[src/design/e2r_pkg.sv]
package e2r_pkg;

    // Field widths.
    localparam int ANGLE_BITS   = 16;
    localparam int ELEMENT_BITS = 16;
    localparam int TRIG_STEPS   = 16;

    localparam int AFRAC = ANGLE_BITS - 3;
    localparam int EFRAC = ELEMENT_BITS - 2;

    // Internal Q2.30 arithmetic.
    localparam int QF     = 30;
    localparam int QW     = QF + 2;
    localparam int ASHIFT = QF - AFRAC;
    localparam int FW     = ANGLE_BITS + ASHIFT + 1;
    localparam int TW     = QF + 1;
    localparam int XW     = QF + 2;
    localparam int NW     = TW + XW - QF;
    localparam int SW     = QW + 1;
    localparam int ESH    = QF - EFRAC;

    // Exact division by a small constant through a scaled reciprocal.
    // The divisor stays below 2^DW, so a shift of NW + DW bits is exact.
    localparam int DW  = 12;
    localparam int RSH = NW + DW;
    localparam int RW  = RSH;
    localparam int RLO = (RW + 1) / 2;
    localparam int RHI = RW - RLO;

    localparam logic signed [FW-1:0] Q_PI      = FW'(64'd3373259426);
    localparam logic signed [FW-1:0] Q_HALF_PI = FW'(64'd1686629713);
    localparam logic [TW-1:0]        Q_ONE     = TW'(64'd1 << QF);
    localparam int                   ELEM_ONE  = 1 << EFRAC;

    typedef struct packed {
        logic signed [ANGLE_BITS-1:0] roll_angle;
        logic signed [ANGLE_BITS-1:0] pitch_angle;
        logic signed [ANGLE_BITS-1:0] yaw_angle;
    } t_request;

    typedef struct packed {
        logic signed [ELEMENT_BITS-1:0] m00;
        logic signed [ELEMENT_BITS-1:0] m01;
        logic signed [ELEMENT_BITS-1:0] m02;
        logic signed [ELEMENT_BITS-1:0] m10;
        logic signed [ELEMENT_BITS-1:0] m11;
        logic signed [ELEMENT_BITS-1:0] m12;
        logic signed [ELEMENT_BITS-1:0] m20;
        logic signed [ELEMENT_BITS-1:0] m21;
        logic signed [ELEMENT_BITS-1:0] m22;
    } t_result;

    // Running state of one angle's sine and cosine series.
    typedef struct packed {
        logic                 sneg;
        logic                 flip;
        logic [XW-1:0]        x2;
        logic signed [QW-1:0] ss;
        logic signed [QW-1:0] cs;
        logic [TW-1:0]        st;
        logic [TW-1:0]        ct;
    } t_trig;

    // Fixed settings of one series cell.
    typedef struct packed {
        logic [RW-1:0] sin_recip;
        logic [RW-1:0] cos_recip;
        logic          sub;
    } t_step;

endpackage

[src/design/e2r_fold.sv]
module e2r_fold import e2r_pkg::*; (
    input  logic                         i_clk,
    input  logic                         i_rst_n,
    input  logic                         i_en,
    input  logic                         i_valid,
    input  logic signed [ANGLE_BITS-1:0] i_angle,
    output logic                         o_valid,
    output t_trig                        o_trig
);

    localparam int SQW = 2 * TW;

    logic signed [FW-1:0] n_wide;
    logic signed [FW-1:0] n_folded;
    logic                 n_flip;
    logic [FW-1:0]        n_mag;
    logic [SQW-1:0]       n_square;

    logic          r_fold_valid;
    logic [TW-1:0] r_ax;
    logic          r_sneg;
    logic          r_flip;
    logic          r_trig_valid;
    t_trig         r_trig;

    always_comb begin
        n_wide = {i_angle[ANGLE_BITS-1], i_angle, {ASHIFT{1'b0}}};
        n_flip = 1'b0;
        // Pull the angle into the half circle around zero; sine and
        // cosine change sign with the shift by pi.
        if (n_wide > Q_HALF_PI) begin
            n_folded = n_wide - Q_PI;
            n_flip   = 1'b1;
        end else if (n_wide < -Q_HALF_PI) begin
            n_folded = n_wide + Q_PI;
            n_flip   = 1'b1;
        end else begin
            n_folded = n_wide;
        end
        n_mag    = n_folded[FW-1] ? FW'(-n_folded) : FW'(n_folded);
        n_square = SQW'(r_ax) * SQW'(r_ax);
    end

    always_ff @(posedge i_clk) begin
        if (!i_rst_n) begin
            r_fold_valid <= 1'b0;
            r_trig_valid <= 1'b0;
        end else if (i_en) begin
            r_fold_valid <= i_valid;
            r_trig_valid <= r_fold_valid;
        end
    end

    always_ff @(posedge i_clk) begin
        if (i_en) begin
            r_ax      <= n_mag[TW-1:0];
            r_sneg    <= n_folded[FW-1];
            r_flip    <= n_flip;
            r_trig.sneg <= r_sneg;
            r_trig.flip <= r_flip;
            r_trig.x2   <= n_square[QF +: XW];
            r_trig.ss   <= $signed(QW'(r_ax));
            r_trig.cs   <= $signed(QW'(Q_ONE));
            r_trig.st   <= r_ax;
            r_trig.ct   <= Q_ONE;
        end
    end

    assign o_valid = r_trig_valid;
    assign o_trig  = r_trig;

endmodule

[config.mk]
export PLATFORM = sky130hd
export DESIGN_NAME = e2r_fold
export DESIGN_NICKNAME = d
export VERILOG_FILES = /design/src/design/e2r_pkg.sv /design/src/design/e2r_fold.sv
export SDC_FILE = /design/constraint.sdc
export NUM_CORES = 1
export LEC_CHECK = 0
export ABC_AREA = 1
export BUFFER_PORTS_ARGS = -buffer_cell sky130_fd_sc_hd__buf_2
export CELL_PAD_IN_SITES_DETAIL_PLACEMENT = 0
export CELL_PAD_IN_SITES_GLOBAL_PLACEMENT = 1
export CORE_UTILIZATION = 45
export CTS_CLUSTER_SIZE = 28
export DETAILED_ROUTE_END_ITERATION = 6
export HOLD_SLACK_MARGIN = 0.1
export PLACE_DENSITY_LB_ADDON = 0.1
export SKIP_LAST_GASP = 1
export SYNTH_ARGS = -nofsm -noshare
export SYNTH_HDL_FRONTEND = slang
export SYNTH_SLANG_ARGS = --single-unit
[constraint.sdc]
create_clock -name i_clk -period 24.8 [get_ports i_clk]
set_clock_uncertainty 0.15 [all_clocks]
set_input_delay 2.48 -clock i_clk [delete_from_list [all_inputs] [get_ports i_clk]]
set_output_delay 2.48 -clock i_clk [all_outputs]
set_load 0.02 [all_outputs]
Word level (Yosys, flattened, before mapping) --
Index checks and enable logic that the tools add are counted.
Storage, ports and cells: register bits 100, bits in latches 0, RAM bits 0, ROM bits 0, bits of input ports 20, output and inout port bits 161, memories 0
Cells by class: add/sub/neg operators 3, multipliers 1, div/mod/pow operators 0, order comparisons 2, equal/unequal tests 0, shifts and indexed selects 0, muxes and demuxes 4, bitwise gates (word level) 0, reductions and logical operators 0
Operator list (count):
- two-way mux 34 bit | 2
- multiplier 31 x 31 -> 62 bit | 1
- adder 33 x 33 -> 34 bit (second input constant) | 1
- subtractor 33 x 33 -> 34 bit (second input constant) | 1
- greater-than comparator 33 x 32 -> 1 bit (second input constant) | 1
- < comparator 33 x 32 -> 1 bit (second input constant) | 1
- two-way mux 31 bit | 1
- negator 31 bit | 1
- two-way mux 1 bit | 1

Depth between registers and ports, before layout --
Gate-level depths: netlist of run 1.
word-level depth 5, depth in mapped cells 34, mapped depth without buffers 33

Worst setup path after synthesis of run 1 --
No wires, ideal clock.
path type register to register, start register r_ax[16], end register r_trig (netlist bit o_trig[145]) (data pin), setup time 260 ps, arrival time 8601 ps, path slack 15789 ps, stages on the path, launching flop included 28, path buffers 1, cells stage by stage edfxtp_1 -> ha_1 -> clkbuf_1 -> inv_1 -> fa_1 -> inv_1 -> fa_1 -> fa_1 -> inv_1 -> fa_1 -> inv_1 -> fa_1 -> fa_1 -> fa_1 -> inv_1 -> fa_1 -> inv_1 -> ha_1 -> a21o_1 -> a21oi_1 -> o21ai_0 -> a21oi_1 -> o21ai_0 -> nand2_1 -> nand2_1 -> nand2_1 -> nand2_1 -> xor2_1
On the way: longest elaborated chain between the ends 1
RTL lines:
- start: declaration | line e2r_fold.sv:20 | logic [TW-1:0] r_ax;
- start signal: assignment | line e2r_fold.sv:56 | r_ax <= n_mag[TW-1:0];
- multiplier 31 x 31 -> 62 bit | line e2r_fold.sv:41 | n_square = SQW'(r_ax) * SQW'(r_ax);
- net n_square[49] | line e2r_fold.sv:17 | logic [SQW-1:0] n_square;
- end: declaration | line e2r_fold.sv:24 | t_trig r_trig;
The timed path passes the listed nets, and every way through them passes these cells. A chain may end at the register's enable or synchronous reset.

Worst setup path after layout of run 1 --
start register r_ax[13], end register r_trig (netlist bit o_trig[143]) (data pin)
The elaborated chain is that of the path after synthesis.

==> impl_results.md, run 1 <==
- YS warnings: 0
- Synth area leader: fa_1
- CP startpoint kind: flip-flop
- Rel. slew slack: between 20% and 30%
- Clk Latency, worst-skew pair: between 0.3 and 0.4 ns
- Nets: around 4200
- Gr busiest metal: met2
- Status: completed
- Synthesized area: between 0.02 and 0.03 mm²
- Fraction of registers with async set/reset: 0%
- Max incr delay on CP: about 0.74 ns
- First-pass DRT Iterations: 5
- CTS sink cnt: just over 70
- Worst-path clk slew: 0.08 ns
- Slew @ Worst Pin: 1.08 ns
- Worst Setup Path Type: flip-flop to flip-flop
- Root Buffer: clkbuf_16
- Placed cell area: ~0.03 mm²
- GR Util met2: 43.2%
- # resized after CTS: 0
- Register area: 0.00214 mm²
- Flops & latches, synth: 72
- Synth Flop Type: edfxtp_1
- Fin crit period: 9.50 ns
- I/O pin cnt: between 150 and 200
- Die Height: between 200 and 300 µm
- Area occupied by multi-input gates: ~0.022 mm²
- Placer Congestion: 0.897
- Via count: ~20000
- Max FO, Critical Path: 44
- Setup violators final: 0
- Setup Buffers After CTS: 0
- Fmax achieved: 105 MHz
- Post-synth EDFFs: 70
- Max-cap violations: 0
- Chip width: about 250 µm
- Via/cell ratio: 4.78
- Total GRT Usage: approximately a quarter
- RSZ-0062 raised after global routing: false
- Arrival time at the worst endpoint: roughly 9.5 ns
- CP max stage cell: o21ai_0
- CTS tree: yes
- GR Util met1: between 30% and 40%
- Fin util: a little under half
- Row cnt: 92
- Die Area: 0.0646 mm²
- Wire per inst: 19.0 µm
- Initial core utilization: between 40% and 50%
- PortBufs: about 110
- Post-synthesis sequential area ratio: under 10%
- Slew Viols, Final: 0
- Number of fillers in the final layout: around 6300
- Top cells by area, synth: fa_1 45%, ha_1 14%, inv_1 13%
- Layout cells sized above 1: under 10%
- Final period utilization: between 30% and 40%
- # DRC: 0
- DP HPWL: ~68000 µm
- Design area: about 0.03 mm²
- Vias in the first global route: roughly 22000
- # hold bufs at CTS: 0
- Max clock buf depth: 2
- Worst Path Required: between 20 and 25 ns
- Post-synth top area share: around 45%
- Hold Violations, Final: 0
- Synth unique cells: 52
- Most frequent cell after synthesis: inv_1
- DRT Wirelength: 77500 µm
- Largest net degree at the start of global routing: 49
- Worst min path class: flip-flop to flip-flop
- H-tree Lvls: 3
- Post-synth top cells: 996 x inv_1, 643 x fa_1, 439 x nand2_1
- Setup_tns: 0 ns
- Core area: 0.0630 mm²
- Synthesized area per cell: between 9 and 10 µm²
- Met3 Track Usage GR: roughly 3.1%
- Cell mode on critical path: fa_1
- Antenna Cells: 0
- CTS Buf Count: 9
- Starting DRT DRC Count: roughly 1100
- Synth-to-Final Area Change: 4.72%
- Grt total ovfl: 0
- Mapped Cells: roughly 3200
- Post-route ant nets: 0
- Global-route wire length before repair: about 120000 µm
- Initial antenna violation count: 4
- Endpoint class of the critical path: flip-flop
-- kinds of logic after synthesis --
family	synth area share, %
buffers and inverters	16.8
adder cells (fa/ha/maj)	59.1
AND/OR/NAND/NOR	9.89
AO/OA/AOI/OAI	4.69
flip-flops	7.49
XOR/XNOR	1.99
other	0.0262
-- stage by stage --
stage | instances | hold WS [ns] | setup slack [ns]
floorplan | 3243 | 0.250 | 15.79
global placement | 4068 | 0.259 | 15.41
detailed placement | 4068 | 0.260 | 15.40
CTS | 4084 | 0.275 | 15.32
global route | 4084 | 0.284 | 14.84
finish | 4084 | 0.271 | 15.31
-- cell type report --
cell class	instances	share of cell area (%)
inverter	1005	12.6
timing repair buffer	137	2.49
clock buffer	9	0.752
clock inverter	7	0.342
multi-input combinational	2008	73.1
tap	846	3.53
sequential	72	7.15
-- flip-flops by register name, indices dropped and copies added (netlist names) --
register      flops
r_sneg            1
o_trig           51
r_ax             17
o_valid           1
r_flip            1
r_fold_valid      1
-- cell usage in the layout, fill, tap and decap left out, types with 18 or more instances in the layout --
| master | count |
|---|---|
| a21oi_1 | 71 |
| xnor2_1 | 18 |
| a31oi_1 | 20 |
| conb_1 | 69 |
| buf_2 | 113 |
| fa_1 | 643 |
| inv_1 | 996 |
| xor2_1 | 47 |
| buf_4 | 24 |
| o21ai_0 | 60 |
| edfxtp_1 | 70 |
| a21o_1 | 20 |
| nand2_1 | 439 |
| nand3_1 | 49 |
| nor2_1 | 132 |
| ha_1 | 322 |
-- worst paths after layout --
check                     start                    end  slack, ns  cells past startpoint
max          r_ax[13]$_DFFE_PP_  o_trig[143]$_DFFE_PP_      15.31                     29
min reg2reg    r_sneg$_DFFE_PP_  o_trig[159]$_DFFE_PP_       0.27                      0
max reg2reg  r_ax[13]$_DFFE_PP_  o_trig[143]$_DFFE_PP_      15.31                     29
min            r_sneg$_DFFE_PP_  o_trig[159]$_DFFE_PP_       0.27                      0
-- worst max-delay path: cells and delay by family, from the launching register on --
family / cells / cell delay [ns]
AOI/OAI and AO/OA: 2 / 0.85
buffers and inverters: 10 / 2.31
xor gates and xnor gates: 1 / 0.15
and+or+nand+nor: 6 / 0.66
adders and majority gates: 10 / 4.73
DFF: 1 / 0.34
-- per-layer routing --
layer,up-vias,wire [µm],share of wire [%]
met1,9896,35600,46
met3,48,3400,4.4
li1,9163,-,-
met5,-,10,0.013
met2,395,37600,49
met4,2,925,1.2
Power of run 1 is left out: the tool's default activity adds up to more than one toggle a clock period on the data nets, which glitch-free logic cannot reach.
==> run 2: changes to the inputs <==
Clock period 24.8 ns to 8.16 ns, I/O delays scaled along.
==> run 2 against run 1 <==
  * Fmax up 23%
  * Largest cell class unchanged
  * Routed wire length up 1.6%
  * Utilization up 0.77 points
  * Sequential cell count unchanged
  * Hold slack worse by 0.0017 ns
  * First-iteration DRC count down 11%
  * Worst setup slack worse by 15 ns
  * Sequential share of layout area down 0.11 points
  * Final cell count up 1.3%
  * Register-to-register slack worse by 15 ns
==> impl_results.md, run 2 (synthesis results as in run 1) <==
- RSZ-0062 raised after global routing: false
- CTS tree: yes
- Starting DRT DRC Count: 967 (-11%)
- CTS Buf Count: 9 (unchanged)
- Row cnt: 92 (unchanged)
- Via/cell ratio: 4.74 (-0.75%)
- Finished Layout Cells: 4138 (+1.3%)
- Rel. slew slack: 25.6% (-2.1 points)
- First-pass DRT Iterations: 5 (unchanged)
- Post-route ant nets: 0 (unchanged)
- Antenna Cells: 0 (unchanged)
- PortBufs: 114 (unchanged)
- CP startpoint kind: flip-flop
- Die Area: 0.0646 mm² (unchanged)
- Commonest non-fill, non-tap cell in the layout: inv_1
- Design area: 0.0304 mm² (+1.6%)
- Worst-case reg-to-reg path depth: 22 (-24%)
- Worst-path cell chain: nand2_1 -> inv_1 -> fa_1 -> inv_1 -> fa_1 -> fa_1 -> fa_1 -> inv_1 -> fa_1 -> fa_1 -> fa_1 -> inv_1 -> fa_1 -> inv_1 -> ha_1 -> a21oi_1 -> o21ai_0 -> a21oi_1 -> o21ai_0 -> a21oi_1 -> o21ai_0 -> xor2_1
- Max-cap violations: 0 (unchanged)
- Status: completed
- Setup violators final: 0 (unchanged)
- Placed cell area: 0.0300 mm² (+1.3%)
- Chip width: 254 µm (unchanged)
- Max FFs per register: 51 (unchanged)
- Register area: 0.00214 mm² (unchanged)
- Nets: 4273 (+1.3%)
- Clk Latency, worst-skew pair: 0.38 ns (about the same)
- Hold Path Depth: 0 (unchanged)
- Final period utilization: 94.8% (+56 points)
- Placer Congestion: 0.923 (+2.8%)
- Via count: 19613 (+0.56%)
- Fin util: 48.4% (+0.77 points)
- Layout cells sized above 1: 8.20% (+1.8 points)
- Synth-to-Final Area Change: 6.41%
- Max FO, Critical Path: 5 (-89%)
- Worst Path Required: 8.13 ns (-16.66 ns)
- DRT Wirelength: 78800 µm (+1.6%)
- Max incr delay on CP: 0.65 ns (-0.09 ns)
- Wire per inst: 19.0 µm (+0.31%)
- Worst Setup Path Type: flip-flop to flip-flop
- Place WS: 0.233 ns (-15.17 ns)
- Largest net degree at the start of global routing: 74 (+51%)
- CP max stage cell: fa_1
- Initial core utilization: 45.4% (unchanged)
- Cell mode on critical path: fa_1
- Endpoint class of the critical path: flip-flop
- DP HPWL: 70600 µm (+4.4%)
- Worst-path clk slew: 0.07 ns (about the same)
- Fin crit period: 7.73 ns (-1.76 ns)
- Placed Cells: 4113 (+1.1%)
- Most frequent cells in the layout: 991 x inv_1, 643 x fa_1, 438 x nand2_1, 320 x ha_1, 132 x nor2_1
- CTS sink cnt: 72 (unchanged)
- H-tree Lvls: 3 (unchanged)
- Hold Violations, Final: 0 (unchanged)
- Fin worst setup slack: 0.427 ns (-14.88 ns)
- Arrival time at the worst endpoint: 7.70 ns (-1.78 ns)
- Vias in the first global route: 21635 (+0.18%)
- Fmax achieved: 129 MHz (+23%)
- Max clock buf depth: 2 (unchanged)
- Global-route wire length before repair: 125000 µm (+1.4%)
- Slew Viols, Final: 0 (unchanged)
- Worst min path class: flip-flop to flip-flop
- Area occupied by multi-input gates: 0.0220 mm² (+0.22%)
- Number of fillers in the final layout: 6319 (+0.83%)
- Root Buffer: clkbuf_16
- # DRC: 0 (unchanged)
- I/O pin cnt: 181 (unchanged)
- Initial antenna violation count: 3 (-1)
- Core area: 0.0630 mm² (unchanged)
- Slew @ Worst Pin: 1.12 ns (+0.0333 ns)
- Grt total ovfl: 0 (unchanged)
- Die Height: 254 µm (unchanged)
- Total GRT Usage: 26.0% (+0.56 points)
==> run 2: final timing paths <==
check | from | end | slack [ns]
setup reg to reg | r_ax[26]$_DFFE_PP_ | o_trig[146]$_DFFE_PP_ | 0.43
hold reg to reg | r_flip$_SDFFCE_PP1P_ | o_trig[158]$_DFFE_PP_ | 0.27
setup / recovery | r_ax[26]$_DFFE_PP_ | o_trig[146]$_DFFE_PP_ | 0.43
hold / removal | r_flip$_SDFFCE_PP1P_ | o_trig[158]$_DFFE_PP_ | 0.27
==> run 2: cell type report <==
class,instances,area share [%]
well taps,846,3.48
clock buffers,9,0.740
multi-input cells,2008,72.1
flip-flops and latches,72,7.04
repair buffers,191,3.92
inverters,1005,12.4
clock inverters,7,0.275
==> run 2: what timing repair did <==
item                       in CTS  in global routing
gates resized for setup         0                  9
setup endpoints to repair       0                  3
buffers inserted                0                  9
hold buffers                    0                  0
==> run 2: routing by layer <==
metal  global-route usage [%]  part of all wire (%)  vias up
li1                         -                     -     9273
met4                     5.47                   2.2        0
met3                     3.46                   4.5       72
met5                        0                     0        -
met1                     36.8                    46     9862
met2                     42.8                    48      406
==> run 2: metrics by stage <==
stage	hold WS (ns)	setup TNS (ns)
floorplan	0.250	-0.0128
global placement	0.258	0
detailed placement	0.257	0
CTS	0.273	0
global route	0.281	0
finish	0.269	0
==> run 2: worst max-delay path: cells and delay by family (launching register included) <==
family	cells	cell delay (ns)
adder cells (fa/ha/maj)	9	4.58
AO/OA/AOI/OAI	6	1.17
flip-flops	1	0.63
buffers and inverters	5	0.45
AND/OR/NAND/NOR	1	0.30
XOR/XNOR	1	0.16
Power of run 2 is left out for the same reason.
